**config.mk**
```make
export PLATFORM = sky130hd
export DESIGN_NAME = smx_div
export DESIGN_NICKNAME = d
export VERILOG_FILES = /design/src/smx_pkg.sv /design/src/smx_div.sv
export SDC_FILE = /design/constraint.sdc
export NUM_CORES = 1
export LEC_CHECK = 0
export BUFFER_PORTS_ARGS = -buffer_cell sky130_fd_sc_hd__buf_4
export CORE_UTILIZATION = 55
export CTS_BUF_LIST = sky130_fd_sc_hd__clkbuf_4
export DETAILED_ROUTE_END_ITERATION = 8
export GPL_TIMING_DRIVEN = 0
export PLACE_DENSITY = 0.82
export SLEW_MARGIN = 20
export SYNTH_ARGS = -nofsm -noshare
export SYNTH_HDL_FRONTEND = slang
export SYNTH_SLANG_ARGS = --single-unit
```
**constraint.sdc**
```tcl
create_clock -name clk -period 5 [get_ports clk]
set_clock_uncertainty 0.05 [all_clocks]
set_input_delay 0.5 -clock clk [delete_from_list [all_inputs] [get_ports clk]]
set_output_delay 0.5 -clock clk [all_outputs]
set_load 0.02 [all_outputs]
```
**src/smx_pkg.sv**
```systemverilog
`default_nettype none
package smx_pkg;

  localparam int STACK_DEPTH = 256;
  localparam int DEPTH_W     = $clog2(STACK_DEPTH + 1);
  localparam int ADDR_W      = $clog2(STACK_DEPTH);
  localparam int DATA_W      = 32;
  localparam int OPND_W      = 16;

  localparam int DIV_MAG_W   = OPND_W + 1;
  localparam int DIV_CNT_W   = $clog2(DIV_MAG_W + 1);

  localparam int CMD_W       = 3;
  localparam int ERR_W       = 2;
  localparam int OUT_TDATA_W = 40;

  typedef enum logic [CMD_W-1:0] {
    CMD_NOP   = 3'd0,
    CMD_HALT  = 3'd1,
    CMD_ALERT = 3'd2,
    CMD_PUSH  = 3'd3,
    CMD_ADD   = 3'd4,
    CMD_SUB   = 3'd5,
    CMD_MUL   = 3'd6,
    CMD_DIV   = 3'd7
  } cmd_t;

  typedef enum logic [ERR_W-1:0] {
    ERR_OK        = 2'd0,
    ERR_UNDERFLOW = 2'd1,
    ERR_OVERFLOW  = 2'd2,
    ERR_DIVZERO   = 2'd3
  } err_t;

  typedef enum logic [1:0] {
    ACT_NONE,
    ACT_PUSH,
    ACT_POP
  } act_t;

  typedef enum logic [1:0] {
    S_IDLE,
    S_READ,
    S_DIV,
    S_DONE
  } state_t;

endpackage
`default_nettype wire

```
**src/smx_div.sv**
```systemverilog
`default_nettype none
module smx_div (
  input  wire logic                              clk,
  input  wire logic                              rst,
  input  wire logic                              start,
  input  wire logic [smx_pkg::OPND_W-1:0]        dividend,
  input  wire logic [smx_pkg::OPND_W-1:0]        divisor,
  output logic                                   done,
  output logic      [smx_pkg::DATA_W-1:0]        quotient
);

  logic                              busy;
  logic [smx_pkg::DIV_CNT_W-1:0]     cnt;
  logic [smx_pkg::DIV_MAG_W-1:0]     rem;
  logic [smx_pkg::DIV_MAG_W-1:0]     quo;
  logic [smx_pkg::DIV_MAG_W-1:0]     dvs;
  logic                              neg;

  logic [smx_pkg::DIV_MAG_W-1:0]     a_ext;
  logic [smx_pkg::DIV_MAG_W-1:0]     b_ext;
  logic [smx_pkg::DIV_MAG_W-1:0]     a_mag;
  logic [smx_pkg::DIV_MAG_W-1:0]     b_mag;
  logic [smx_pkg::DIV_MAG_W-1:0]     rem_sh;
  logic [smx_pkg::DIV_MAG_W:0]       diff;
  logic [smx_pkg::DATA_W-1:0]        q_wide;

  assign a_ext  = {dividend[smx_pkg::OPND_W-1], dividend};
  assign b_ext  = {divisor[smx_pkg::OPND_W-1], divisor};
  assign a_mag  = dividend[smx_pkg::OPND_W-1] ? (smx_pkg::DIV_MAG_W'(0) - a_ext) : a_ext;
  assign b_mag  = divisor[smx_pkg::OPND_W-1] ? (smx_pkg::DIV_MAG_W'(0) - b_ext) : b_ext;
  assign rem_sh = {rem[smx_pkg::DIV_MAG_W-2:0], quo[smx_pkg::DIV_MAG_W-1]};
  assign diff   = {1'b0, rem_sh} - {1'b0, dvs};
  assign q_wide = smx_pkg::DATA_W'(quo);
  assign quotient = neg ? (smx_pkg::DATA_W'(0) - q_wide) : q_wide;

  always_ff @(posedge clk) begin
    if (rst) begin
      busy <= 1'b0;
      done <= 1'b0;
      cnt  <= '0;
    end else begin
      done <= 1'b0;
      if (start) begin
        busy <= 1'b1;
        cnt  <= smx_pkg::DIV_CNT_W'(smx_pkg::DIV_MAG_W);
      end else if (busy) begin
        cnt <= cnt - smx_pkg::DIV_CNT_W'(1);
        if (cnt == smx_pkg::DIV_CNT_W'(1)) begin
          busy <= 1'b0;
          done <= 1'b1;
        end
      end
    end
  end

  always_ff @(posedge clk) begin
    if (start) begin
      rem <= '0;
      quo <= a_mag;
      dvs <= b_mag;
      neg <= dividend[smx_pkg::OPND_W-1] ^ divisor[smx_pkg::OPND_W-1];
    end else if (busy) begin
      if (!diff[smx_pkg::DIV_MAG_W]) begin
        rem <= diff[smx_pkg::DIV_MAG_W-1:0];
        quo <= {quo[smx_pkg::DIV_MAG_W-2:0], 1'b1};
      end else begin
        rem <= rem_sh;
        quo <= {quo[smx_pkg::DIV_MAG_W-2:0], 1'b0};
      end
    end
  end

endmodule
`default_nettype wire

```
* Word-level counts from Yosys, hierarchy flattened
Cells that the tools add are included.
** Cells by class
- $add $sub $neg :: 5
- Equality and inequality tests :: 1
- Mux-type cells :: 13
- Bitwise operators :: 2
- Reduce and logical (&&, ||, !) cells :: 3
** Operator list (count)
- $mux W17 :: 3
- $sub A1 B16 Y17 const A :: 2
- $mux W32 :: 1
- $sub A1 B17 Y18 const A :: 1
- $sub A17 B17 Y18 :: 1
- $mux W16 :: 1
- $mux W15 :: 1
- $mux W5 :: 2
- $eq A5 B1 Y1 const B :: 1
- $mux W1 :: 5
- $sub A5 B1 Y5 const B :: 1
- $reduce_or A3 Y1 :: 1
- $reduce_bool A2 Y1 :: 1
- $reduce_or A2 Y1 :: 1
- $not A1 Y1 :: 1
- $xor A1 B1 Y1 :: 1
** Storage, ports and cells
- Flip-flop bits (word level) :: 58
- Input bits :: 35
- Output and inout port bits :: 33
- Logic and storage cells :: 33

* Logic depth before layout (Yosys ltp)
- Word-level depth :: 4
- Depth in mapped cells :: 10
- Mapped depth without buffers :: 10

* Worst setup path before layout
OpenSTA, ideal clock, no wires.
- Path type :: flip-flop to output port
- Start :: register quo[1] (netlist bit)
- End :: output quotient[18] (netlist bit)
- Arrival :: 2077 ps
- Data required time :: 4450 ps
- Path slack :: 2373 ps
- Cell stages (with the launch flop) :: 7
- Buffers on the path :: 1
- Cells stage by stage :: edfxtp_1 nor3_2 nand2_1 or3_4 or4_4 o31a_2 buf_4
** On the way
- Cells in the longest elaborated chain, start to end :: 2
** Ends and longest elaborated chain
- from (decl) :: line smx_div.sv:15 : logic [smx_pkg::DIV_MAG_W-1:0] quo;
- from (signal assigned) :: line smx_div.sv:59 : quo <= a_mag;
- from (signal assigned) :: line smx_div.sv:65 : quo <= {quo[smx_pkg::DIV_MAG_W-2:0], 1'b1};
- from (signal assigned) :: line smx_div.sv:68 : quo <= {quo[smx_pkg::DIV_MAG_W-2:0], 1'b0};
- $sub A1 B17 Y18 :: line smx_div.sv:34 : assign quotient = neg ? (smx_pkg::DATA_W'(0) - q_wide) : q_wide;
- $mux W32 :: line smx_div.sv:34
- to (decl) :: line smx_div.sv:9 : output logic [smx_pkg::DATA_W-1:0] quotient
No other way between the ends.

* Worst setup path after layout
- Start :: register quo[0] (netlist bit)
- End :: output quotient[19] (netlist bit)
Same word-level chain as after synthesis.

==> metrics.txt <==
Least-Margin Pin Slew 0.649 ns; Seq/Total Area, Yosys 0.351; first-pass GRT wire length 17300 µm; setup slack, reg-to-reg 2.19 ns; Reg clk slew, reported paths 0.11 ns; Final Hold Viols 0; Syn-to-layout area delta 17.4%; most used cell, CP buf_4; Routed Antenna Nets 0; Slew headroom 0.563; DR pass1 iterations 4; starting density of the core 0.581; Worst path max stage delay 0.52 ns; run status complete, no violations; WP buf/inv 2; CP top delay family simple AND/OR/NAND/NOR gates; final wirelength 10100 µm; sequential share of power 0.414; Yosys top cell area share 0.244; Pint 0.000937 W; Worst VDD drop 169 µV; Crit-path slowest cell edfxtp_1; Worst Path Required 4.45 ns; Worst Setup End Kind output port; pin count of the biggest net entering global routing 25; IO Port Bufs 66; CP Class flip-flop to output port; RSZ-0062 raised after global routing no; hold endpoint dvs[0]; Post-CTS Resized 0; clock buffer depth 2; Clk Latency, worst-skew pair 0.41 ns; vias in the first global route 3569; GPL Wtd Cong 0.918; Fin Setup TNS 0 ns; Post-CTS Setup Inserts 0; vias 3739; reg-to-reg endpoint rem[14]; synth warn 0; EDFF count, synth 35; Clock power frac 0.223; post-synthesis async set-or-reset flop share 0; Comb pwr share 0.362; Final period util 0.661; worst path cell trace nor3_2 -> nand2_1 -> or3_4 -> or4_4 -> o31a_2 -> buf_4 -> buf_4; Syn Area/Cell 9.17 µm²; routed len/inst 15.6 µm; Max Slew Vio Count 0; CP max FO 15; Die W 90.4 µm; GRT Util Overall 0.264; post-synth net total 527; Num CTS Buffers 9; std cell rows 31; drc violations 0; Inserted Diodes 0; CP startpoint kind flip-flop; Worst path depth 7; Sw Share 0.355; fillers 584; ranking of synthesized cells by area edfxtp_1 (24%), dfxtp_1 (11%), xnor2_1 (6.7%); overall die area 8180 µm²; switching power 0.000516 W; layout cells sized above 1 0.227; Yosys reg bits 58; CTS Hold Bufs 0; Max Cap Viol 0; most common cell after layout, fill and taps aside buf_4; Pleak 2.05 nW; DRT iter0 DRCs 232; gr ovfl total 0; initial antenna violation count 0; pwr/cell area 288 nW/µm²; fin util 0.681; vias per cell 5.75; post-synth top area cell edfxtp_1; Worst Reg-to-Reg Cells 10; Critical R2R Launch quo[16]; Clock Root Buffer clkbuf_4; final setup vio count 0; Worst Setup SP quo[0]; Syn Std Cell Area 4300 µm²; NumNets Final 604; Post-Synthesis Cells 469; minimum clock period 3.31 ns; Die H 90.4 µm; CTS tree done; commonest non-fill, non-tap cells in the layout buf_4 (82), nand2_1 (38), nor2_1 (36), edfxtp_1 (35), xnor2_1 (33); hold crit path type input pin to flip-flop; H-tree levels 3; hold path startpoint divisor[0]; I/O pins 68; DP Wirelength 7780 µm; most common flop cell mapped by yosys edfxtp_1; Arr. time, crit path 2.76 ns; Max Freq 0.302 GHz; core box area 7410 µm²; synth unique cells 70; CTS sink cnt 58; hold path depth 1
## layer usage
metal / share of wire / track usage / up-vias
met5: 0 / 0 / -
met4: 0.013 / 0.0887 / 0
met3: 0.053 / 0.0362 / 11
met2: 0.48 / 0.438 / 124
met1: 0.45 / 0.355 / 1759
li1: - / - / 1845
## cells by family after synthesis
| family | share of synthesized area |
|---|---|
| simple gates | 0.170 |
| compound gates | 0.196 |
| buf+inv | 0.0739 |
| flops | 0.351 |
| xor+xnor | 0.112 |
| fa+ha+maj | 0.0686 |
| mux | 0.0273 |
| other cells | 0.000872 |
## worst max-delay path by stage
stage | to
after floorplan | quotient[18]
after global placement | quotient[30]
after detailed placement | quotient[19]
after CTS | quotient[19]
after global routing | quotient[19]
final | quotient[19]
## synth_stat cells (9+ instances only)
master / n
nand2_1: 38
a21oi_1: 28
buf_4: 16
clkbuf_1: 11
a211oi_1: 9
xnor2_1: 33
o21ai_0: 16
nor2_1: 36
ha_1: 22
nand3_1: 9
edfxtp_1: 35
inv_1: 31
xor2_1: 22
nor3_1: 9
dfxtp_1: 23
o31ai_1: 10
## state kept, by name, indices dropped and copies added (netlist names)
signal and cells:
quo 17, dvs 17, done 1, cnt 5, neg 1, busy 1, rem 16
## power groups by stage
stage,registers (W),logic (W),clock network (W)
6_report,0.000602,0.000527,0.000325
5_1_grt,0.000607,0.000577,0.000352
4_1_cts,0.000601,0.000524,0.000327
3_5_place_dp,0.000612,0.000521,0
3_3_place_gp,0.000608,0.000504,0
2_1_floorplan,0.000598,0.000360,0
## worst register-to-register path, delay by kind of cell (launching register included)
kind | cells | cell delay [ns]
compound gates | 5 | 1.19
fa+ha+maj | 2 | 0.58
flops | 1 | 0.44
xor+xnor | 1 | 0.23
buf+inv | 2 | 0.19
## per-stage QoR
step	std cells	worst slack (ns)	power, W	instance area, µm²	hold slack, ns
finish	650	1.69	0.00145	5050	0.230
global placement	634	2.18	0.00111	4920	0.424
global route	650	1.54	0.00154	5050	0.212
floorplan	469	2.37	0.000959	4300	0.408
CTS	650	1.69	0.00145	5050	0.216
detailed placement	634	2.15	0.00113	4920	0.427
## cell type report
cell class / instances / area, µm² / share of cell area
sequential: 58 / 1510 / 0.299
inverter: 31 / 116 / 0.0230
clock inverter: 7 / 60.1 / 0.0119
clock buffer: 9 / 67.6 / 0.0134
tap: 99 / 124 / 0.0245
multi-input combinational: 345 / 2470 / 0.490
buffer: 35 / 201 / 0.0399
timing repair buffer: 66 / 495 / 0.0981
No activity file was read; power rests on OpenSTA's default activity.
